===== src/rtl/core/mcpg_pkg.sv =====
// mcpg_pkg: field widths, shape codes, point order table and the walk state type
// shared by the midpoint circle core, its walk unit and its checker
// depends on nothing
package mcpg_pkg;

    localparam int COORD_BITS = 12;
    localparam int OUT_W    = 14;
    localparam int CIN_W    = COORD_BITS;
    localparam int RAD_W    = 11;
    localparam int SHAPE_W  = 3;
    localparam int OFS_W    = 12;
    localparam int STEP_W   = 13;
    localparam int ERR_W    = 16;
    localparam int IDX_W    = 3;
    localparam int DIAM_W   = RAD_W + 1;
    localparam int S_DATA_W = 40;
    localparam int M_DATA_W = 32;

    // func codes carried on tuser
    localparam logic FUNC_START = 1'b0;
    localparam logic FUNC_STEP  = 1'b1;

    localparam logic [SHAPE_W-1:0] SHAPE_TOP    = 3'd0;
    localparam logic [SHAPE_W-1:0] SHAPE_BOTTOM = 3'd1;
    localparam logic [SHAPE_W-1:0] SHAPE_LEFT   = 3'd2;
    localparam logic [SHAPE_W-1:0] SHAPE_RIGHT  = 3'd3;
    localparam logic [SHAPE_W-1:0] SHAPE_FULL   = 3'd4;

    // bit positions of a point code
    localparam int PT_SWAP_BIT = 0;
    localparam int PT_NEGX_BIT = 1;
    localparam int PT_NEGY_BIT = 2;

    typedef struct packed {
        logic signed [OFS_W-1:0]  x_ofs;
        logic signed [OFS_W-1:0]  y_ofs;
        logic        [STEP_W-1:0] step_x;
        logic        [STEP_W-1:0] step_y;
        logic signed [ERR_W-1:0]  err;
        logic        [IDX_W-1:0]  idx;
        logic                     busy;
    } walk_t;

    // swap / negate code of each point of an iteration, in emit order
    function automatic logic [2:0] pt_code(input logic [SHAPE_W-1:0] shape,
                                           input logic [IDX_W-1:0] idx);
        logic [2:0] code;
        code = 3'd0;
        case (shape)
            SHAPE_TOP: begin
                case (idx)
                    3'd0:    code = 3'd4;
                    3'd1:    code = 3'd6;
                    3'd2:    code = 3'd5;
                    3'd3:    code = 3'd7;
                    default: code = 3'd0;
                endcase
            end
            SHAPE_BOTTOM: begin
                case (idx)
                    3'd0:    code = 3'd0;
                    3'd1:    code = 3'd2;
                    3'd2:    code = 3'd1;
                    3'd3:    code = 3'd3;
                    default: code = 3'd0;
                endcase
            end
            SHAPE_LEFT: begin
                case (idx)
                    3'd0:    code = 3'd6;
                    3'd1:    code = 3'd2;
                    3'd2:    code = 3'd7;
                    3'd3:    code = 3'd3;
                    default: code = 3'd0;
                endcase
            end
            SHAPE_RIGHT: begin
                case (idx)
                    3'd0:    code = 3'd4;
                    3'd1:    code = 3'd0;
                    3'd2:    code = 3'd5;
                    3'd3:    code = 3'd1;
                    default: code = 3'd0;
                endcase
            end
            SHAPE_FULL: begin
                case (idx)
                    3'd0:    code = 3'd4;
                    3'd1:    code = 3'd0;
                    3'd2:    code = 3'd6;
                    3'd3:    code = 3'd2;
                    3'd4:    code = 3'd5;
                    3'd5:    code = 3'd1;
                    3'd6:    code = 3'd7;
                    default: code = 3'd3;
                endcase
            end
            default: code = 3'd0;
        endcase
        return code;
    endfunction

    // index of the last point of an iteration
    function automatic logic [IDX_W-1:0] pt_last_idx(input logic [SHAPE_W-1:0] shape);
        logic [IDX_W-1:0] li;
        li = (shape == SHAPE_FULL) ? 3'd7 : 3'd3;
        return li;
    endfunction

endpackage


===== src/rtl/core/mcpg_walk.sv =====
// mcpg_walk: point offset for the current walk position and the walk state
// after that point, including the midpoint error update at iteration end
// depends on mcpg_pkg
module mcpg_walk (
    input  mcpg_pkg::walk_t                         cur,
    input  logic [mcpg_pkg::SHAPE_W-1:0]            shape,
    input  logic [mcpg_pkg::DIAM_W-1:0]             diam,
    output mcpg_pkg::walk_t                         nxt,
    output logic signed [mcpg_pkg::OUT_W-1:0]       dx,
    output logic signed [mcpg_pkg::OUT_W-1:0]       dy,
    output logic                                    is_last
);
    import mcpg_pkg::*;

    logic [2:0]               code;
    logic signed [OFS_W-1:0]  ofs_a;
    logic signed [OFS_W-1:0]  ofs_b;
    logic signed [OUT_W-1:0]  dx_raw;
    logic signed [OUT_W-1:0]  dy_raw;
    logic                     iter_end;
    logic                     adv_y;
    logic                     ret_x;
    logic signed [ERR_W-1:0]  err_a;
    logic signed [ERR_W-1:0]  err_b;
    logic signed [OFS_W-1:0]  y_a;
    logic signed [OFS_W-1:0]  x_b;
    logic [STEP_W-1:0]        sy_a;
    logic [STEP_W-1:0]        sx_b;
    logic                     done;

    always_comb begin
        code   = pt_code(shape, cur.idx);
        ofs_a  = code[PT_SWAP_BIT] ? cur.y_ofs : cur.x_ofs;
        ofs_b  = code[PT_SWAP_BIT] ? cur.x_ofs : cur.y_ofs;
        dx_raw = OUT_W'(ofs_a);
        dy_raw = OUT_W'(ofs_b);
        dx     = code[PT_NEGX_BIT] ? -dx_raw : dx_raw;
        dy     = code[PT_NEGY_BIT] ? -dy_raw : dy_raw;
    end

    // advance y when error <= 0, then retreat x when the new error > 0
    always_comb begin
        iter_end = (cur.idx == pt_last_idx(shape));
        adv_y    = cur.err[ERR_W-1] || (cur.err == '0);
        err_a    = adv_y ? cur.err + ERR_W'(cur.step_y) : cur.err;
        y_a      = adv_y ? cur.y_ofs + OFS_W'(1) : cur.y_ofs;
        sy_a     = adv_y ? cur.step_y + STEP_W'(2) : cur.step_y;
        ret_x    = !err_a[ERR_W-1] && (err_a != '0);
        x_b      = ret_x ? cur.x_ofs - OFS_W'(1) : cur.x_ofs;
        sx_b     = ret_x ? cur.step_x + STEP_W'(2) : cur.step_x;
        err_b    = ret_x ? err_a + ERR_W'(sx_b) - ERR_W'(diam) : err_a;
        done     = (x_b < y_a);

        nxt = cur;
        if (iter_end) begin
            nxt.x_ofs  = x_b;
            nxt.y_ofs  = y_a;
            nxt.step_x = sx_b;
            nxt.step_y = sy_a;
            nxt.err    = err_b;
            nxt.idx    = '0;
            nxt.busy   = !done;
        end else begin
            nxt.idx = cur.idx + IDX_W'(1);
        end
        is_last = iter_end && done;
    end

endmodule


===== src/rtl/core/midpoint_circle_point_generator_core.sv =====
// midpoint_circle_point_generator_core: midpoint circle rasterizer, one point per step word
// depends on mcpg_pkg and mcpg_walk
//
//  channel | direction | payload
//  s_axis  | in        | tuser: func; tdata: centre_x, centre_y, radius, shape
//  m_axis  | out       | tdata: point_x, point_y; tlast: last point of the circle
//
// one word per cycle unless held back; a point goes from input register to output register
// the walk state updates in the same cycle a word leaves the input register
// start words and steps while idle give no point and never wait on m_axis_tready
// a stalled point in the output register holds back only the next point-producing word
// aresetn clears the walk to idle and empties both registers
module midpoint_circle_point_generator_core (
    input  logic                            aclk,
    input  logic                            aresetn,
    input  logic                            s_axis_tvalid,
    output logic                            s_axis_tready,
    // centre_x [11:0], centre_y [23:12], radius [34:24], shape [37:35], zero fill
    input  logic [mcpg_pkg::S_DATA_W-1:0]   s_axis_tdata,
    // func [0]
    input  logic                            s_axis_tuser,
    output logic                            m_axis_tvalid,
    input  logic                            m_axis_tready,
    // point_x [13:0], point_y [27:14], zero fill
    output logic [mcpg_pkg::M_DATA_W-1:0]   m_axis_tdata,
    output logic                            m_axis_tlast
);
    import mcpg_pkg::*;

    // input register
    logic                    stg_valid_reg, stg_valid_next;
    logic                    stg_func_reg;
    logic [CIN_W-1:0]        stg_cx_reg;
    logic [CIN_W-1:0]        stg_cy_reg;
    logic [RAD_W-1:0]        stg_rad_reg;
    logic [SHAPE_W-1:0]      stg_shape_reg;

    // circle held from the start word
    logic [COORD_BITS-1:0]   cx_reg, cx_next;
    logic [COORD_BITS-1:0]   cy_reg, cy_next;
    logic [SHAPE_W-1:0]      shape_reg, shape_next;
    logic [DIAM_W-1:0]       diam_reg, diam_next;
    walk_t                   walk_reg, walk_next;

    // output register
    logic                    out_valid_reg, out_valid_next;
    logic signed [OUT_W-1:0] px_reg, px_next;
    logic signed [OUT_W-1:0] py_reg, py_next;
    logic                    last_reg, last_next;

    walk_t                   walk_step;
    logic signed [OUT_W-1:0] dx;
    logic signed [OUT_W-1:0] dy;
    logic                    step_last;
    logic                    produces;
    logic                    out_free;
    logic                    advance;
    logic                    s_fire;
    logic [31:0]             cx_in_wide;
    logic [31:0]             cy_in_wide;
    logic [31:0]             cx_wide;
    logic [31:0]             cy_wide;
    logic [DIAM_W-1:0]       new_diam;

    mcpg_walk u_walk (
        .cur     (walk_reg),
        .shape   (shape_reg),
        .diam    (diam_reg),
        .nxt     (walk_step),
        .dx      (dx),
        .dy      (dy),
        .is_last (step_last)
    );

    assign produces      = (stg_func_reg == FUNC_STEP) && walk_reg.busy;
    assign out_free      = !out_valid_reg || m_axis_tready;
    assign advance       = stg_valid_reg && (out_free || !produces);
    assign s_axis_tready = !stg_valid_reg || advance;
    assign s_fire        = s_axis_tvalid && s_axis_tready;

    assign cx_in_wide = 32'(stg_cx_reg);
    assign cy_in_wide = 32'(stg_cy_reg);
    assign cx_wide    = 32'(cx_reg);
    assign cy_wide    = 32'(cy_reg);
    assign new_diam   = {stg_rad_reg, 1'b0};

    always_comb begin
        stg_valid_next = s_fire ? 1'b1 : (advance ? 1'b0 : stg_valid_reg);

        cx_next    = cx_reg;
        cy_next    = cy_reg;
        shape_next = shape_reg;
        diam_next  = diam_reg;
        walk_next  = walk_reg;

        out_valid_next = out_free ? 1'b0 : out_valid_reg;
        px_next        = px_reg;
        py_next        = py_reg;
        last_next      = last_reg;

        if (advance) begin
            if (stg_func_reg == FUNC_START) begin
                cx_next          = cx_in_wide[COORD_BITS-1:0];
                cy_next          = cy_in_wide[COORD_BITS-1:0];
                shape_next       = stg_shape_reg;
                diam_next        = new_diam;
                walk_next.x_ofs  = OFS_W'(stg_rad_reg) - OFS_W'(1);
                walk_next.y_ofs  = '0;
                walk_next.step_x = STEP_W'(1);
                walk_next.step_y = STEP_W'(1);
                walk_next.err    = ERR_W'(1) - ERR_W'(new_diam);
                walk_next.idx    = '0;
                walk_next.busy   = (stg_rad_reg != '0) && (stg_shape_reg <= SHAPE_FULL);
            end else if (walk_reg.busy) begin
                walk_next      = walk_step;
                out_valid_next = 1'b1;
                px_next        = OUT_W'(cx_wide[OUT_W-1:0]) + dx;
                py_next        = OUT_W'(cy_wide[OUT_W-1:0]) + dy;
                last_next      = step_last;
            end
        end
    end

    always_ff @(posedge aclk) begin
        if (!aresetn) begin
            stg_valid_reg   <= 1'b0;
            out_valid_reg   <= 1'b0;
            walk_reg.x_ofs  <= '0;
            walk_reg.y_ofs  <= '0;
            walk_reg.step_x <= STEP_W'(1);
            walk_reg.step_y <= STEP_W'(1);
            walk_reg.err    <= '0;
            walk_reg.idx    <= '0;
            walk_reg.busy   <= 1'b0;
        end else begin
            stg_valid_reg <= stg_valid_next;
            out_valid_reg <= out_valid_next;
            walk_reg      <= walk_next;
        end
    end

    always_ff @(posedge aclk) begin
        if (s_fire) begin
            stg_func_reg  <= s_axis_tuser;
            stg_cx_reg    <= s_axis_tdata[11:0];
            stg_cy_reg    <= s_axis_tdata[23:12];
            stg_rad_reg   <= s_axis_tdata[34:24];
            stg_shape_reg <= s_axis_tdata[37:35];
        end
        cx_reg    <= cx_next;
        cy_reg    <= cy_next;
        shape_reg <= shape_next;
        diam_reg  <= diam_next;
        px_reg    <= px_next;
        py_reg    <= py_next;
        last_reg  <= last_next;
    end

    assign m_axis_tvalid = out_valid_reg;
    assign m_axis_tdata  = {4'b0, py_reg, px_reg};
    assign m_axis_tlast  = last_reg;

endmodule


===== config.mk =====
export PLATFORM = sky130hd
export DESIGN_NAME = midpoint_circle_point_generator_core
export DESIGN_NICKNAME = d
export VERILOG_FILES = /design/src/rtl/core/mcpg_pkg.sv /design/src/rtl/core/mcpg_walk.sv /design/src/rtl/core/midpoint_circle_point_generator_core.sv
export SDC_FILE = /design/constraint.sdc
export NUM_CORES = 1
export LEC_CHECK = 0
export ABC_AREA = 0
export BUFFER_PORTS_ARGS = -buffer_cell sky130_fd_sc_hd__buf_2
export CAP_MARGIN = 20
export CORE_ASPECT_RATIO = 1.5
export CORE_MARGIN = 4
export CORE_UTILIZATION = 55
export CTS_CLUSTER_SIZE = 24
export DETAILED_ROUTE_END_ITERATION = 16
export PLACE_DENSITY = 0.74
export SLEW_MARGIN = 25
export SYNTH_ARGS = -nofsm -noshare
export SYNTH_HDL_FRONTEND = slang
export SYNTH_SLANG_ARGS = --single-unit

===== constraint.sdc =====
create_clock -name aclk -period 10.5 [get_ports aclk]
set_input_delay 2.1 -clock aclk [delete_from_list [all_inputs] [get_ports aclk]]
set_output_delay 2.1 -clock aclk [all_outputs]
set_load 0.01 [all_outputs]

==> flow_summary.yaml <==
timing:
  final.setup.worst_slack_ns: 3.10
  worstMarginPinSlew_ns: 0.928
  fin_crit_ns: 7.40
  final-hold-violation-count: 0
  rsz0062_at_grt: "no"
  fmaxAchievable_mhz: 135
  report.final.setup_viol: 0
  slew_violations: 0
  finalCritPeriodShare_pct: 70.5
  setup_skew_ns: 0.0105
  setup_tns_ns: 0
  timing.slew.headroom_pct: 38.0
floorplanning:
  core_region_area_sq_um: 20500
  die_w_um: 126
  total_die_area_sq_um: 23300
  num_rows: 64
  top_level_port_count: 80
  die_h_um: 185
  start_util_pct: 56.0
grt:
  grt_pass1_vias: 9179
  grt-ovfl-total: 0
  antenna_found_initial: 0
  grt_use_total_pct: 23.9
  grt_pass1_wl_um: 44700
  grt_max_degree: 41
setup_path:
  crit_arrival_ns: 7.78
  timing.critical_path.mode_cell: "o21ai_0"
  worst-endpoint-required_ns: 10.88
  critPathMaxFanout: 36
  timing.critical_path.from_type: "flip-flop"
  crit_path_end_kind: "flip-flop"
  criticalPathCategory: "flip-flop to flip-flop"
  slowest_stage: "o21a_1"
  largest_stage_delay_on_the_critical_path_ns: 0.48
finish:
  area_delta_synth_final_pct: 10.3
  largest_reg_flops: 70
  diodes: 0
  layout_commonest_cell: "nor2_1"
  final_cell_mix: "116 x nor2_1, 106 x edfxtp_1, 99 x a21oi_1, 86 x nand2_1"
  layout.nets: 1396
  final_layout_size_suffix_gt1_share_pct: 12.3
  seqCellArea_sq_um: 4620
  fin_area_sq_um: 12700
  layout.filler_cells: 1772
  multi_input_comb_area_sq_um: 6390
  final_core_util_pct: 61.8
synth:
  synth_cell_type_count: 81
  postSynthRegisterBits: 178
  async_flop_share_pct: 0
  ys.warnings.count: 0
  mappedNetlistArea_sq_um: 11500
  synth_seq_area_share_pct: 40.3
  syn-mean-instance-area_sq_um: 9.45
  post_synth_inst_count: 1215
  synth-main-ff-cell: "edfxtp_1"
  synth-edff-count: 106
drt:
  routed-via-count: 9302
  avgViaCountPerCell: 6.05
  route.final.wire_length_um: 27900
  drt_pass1_iterations: 7
  detail-route-antenna-nets: 0
  routedWlPerCell_um: 18.2
  number_of_drc_violations_after_detailed_routing_iteration_0: 611
  drt_drc_violations_left: 0
clock_tree:
  clock_insertion_delay_worst_skew_ns: 0.44
  cts-htree-levels: 4
  cts_buffers: 17
  post_cts.resized_instances: 0
  tritoncts_clock_tree: "yes"
  path_clk_slew_ns: 0.07
  cts_hold_repair.buffers: 0
  cts.sink_count: 178
  post_cts.repair.setup_buffers: 0
  clock-root-buffer: "clkbuf_16"
  clock_tree.buffer_depth: 2
pwr:
  sequentialPowerShare_pct: 41.6
  p_per_area_nw_per_um2: 150
  switching_share_pct: 29.1
  power_report.internal_total_w: 0.00134
  power.share.clock_pct: 36.5
  power.share.combinational_pct: 22.0
  power_w: 0.00189
  worst_ir_drop_vdd_uv: 129
  total_switching_power_w: 0.000551
  p_leak_nw: 5.12
min_path:
  worst_hold_path_type: "flip-flop to flip-flop"
placement:
  place_worst_setup_slack_ns: 3.26
  hpwl_um: 20500
  cell_area_after_placement_sq_um: 12000
  gp_congestion: 0.888
  numPortBuffers: 73
status:
  status: "completed"
flow_run:
  maxCapViolations: 0
-- critical path: cells and delay by family, from the launching register on --
family,cells,cell delay (ns)
AOI/OAI and AO/OA,13,3.03
and+or+nand+nor,9,1.42
adders and majority gates,4,1.40
buffers and inverters,2,0.57
DFF,1,0.45
muxes,1,0.41
-- through the flow --
stage	cells	hold slack [ns]
after floorplan	1218	0.400
after global placement	1505	0.402
after detailed placement	1505	0.405
after CTS	1537	0.416
after global routing	1537	0.423
final	1537	0.415
-- worst paths after layout --
kind         slack, ns           end          start  cells after the start
min reg2reg       0.42     cy_reg[3]  stg_cy_reg[3]                      0
min               0.42     cy_reg[3]  stg_cy_reg[3]                      0
max               3.10  walk_reg[18]    walk_reg[9]                     29
max reg2reg       3.10  walk_reg[18]    walk_reg[9]                     29
-- cells in the mapped netlist (all sizes together) (3+ instances only) --
library cell | n | share of area (%)
nor2 | 119 | 4.0
edfxtp | 106 | 28
a21oi | 101 | 4.4
nand2 | 87 | 2.9
o21ai | 78 | 3.4
ha | 77 | 8.4
dfxtp | 72 | 13
xnor2 | 68 | 5.2
inv | 58 | 1.9
clkbuf | 40 | 1.3
xor2 | 35 | 2.7
nor3 | 30 | 1.4
nand3 | 25 | 1.1
mux2i | 24 | 2.1
a31oi | 22 | 1.2
buf | 21 | 1.2
and3 | 20 | 1.1
nor2b | 15 | 0.82
fa | 14 | 2.4
o21a | 14 | 0.92
a211oi | 13 | 0.85
o211ai | 13 | 0.85
a21o | 12 | 0.78
nand4 | 11 | 0.60
nor4 | 11 | 0.89
a22oi | 10 | 0.65
mux2 | 9 | 0.88
nand2b | 9 | 0.49
o21bai | 8 | 0.52
o31ai | 8 | 0.64
or3 | 8 | 0.44
and2 | 7 | 0.38
or2 | 7 | 0.38
a311oi | 6 | 0.46
a41oi | 6 | 0.59
a211o | 3 | 0.23
a21boi | 3 | 0.20
nor3b | 3 | 0.20
o2111ai | 3 | 0.23
o31a | 3 | 0.23
-- per-layer routing --
metal  track usage [%]  routed length [um]  part of all wire (%)
met1              24.7               10400                    37
met2              44.5               14700                    53
met3              4.13                1190                   4.3
met4              15.2                1680                   6.0
met5                 0                   0                     0
-- area by class of cell --
type	instances	area share (%)
Timing Repair Buffer	85	3.60
Clock buffer	18	3.47
Multi-Input combinational cell	920	50.5
Clock inverter	14	1.58
Tap cell	264	2.61
Sequential cell	178	36.5
Inverter	58	1.72
-- power groups by stage --
stage / Clock (W) / Sequential [W] / Combinational (W)
2_1_floorplan: 0 / 0.000790 / 0.000331
3_3_place_gp: 0 / 0.000801 / 0.000403
3_5_place_dp: 0 / 0.000802 / 0.000412
4_1_cts: 0.000700 / 0.000787 / 0.000415
5_1_grt: 0.000728 / 0.000789 / 0.000471
6_report: 0.000691 / 0.000787 / 0.000416
-- cells by family after synthesis --
| family | Yosys count | synth area share [%] |
|---|---|---|
| xor+xnor | 103 | 7.92 |
| compound gates | 330 | 18.4 |
| buf+inv | 120 | 4.50 |
| simple gates | 359 | 15.1 |
| mux | 33 | 2.97 |
| flops | 178 | 40.3 |
| other cells | 1 | 0.0327 |
| fa+ha+maj | 91 | 10.8 |
Note: power is estimated with default switching activity, not from simulation.
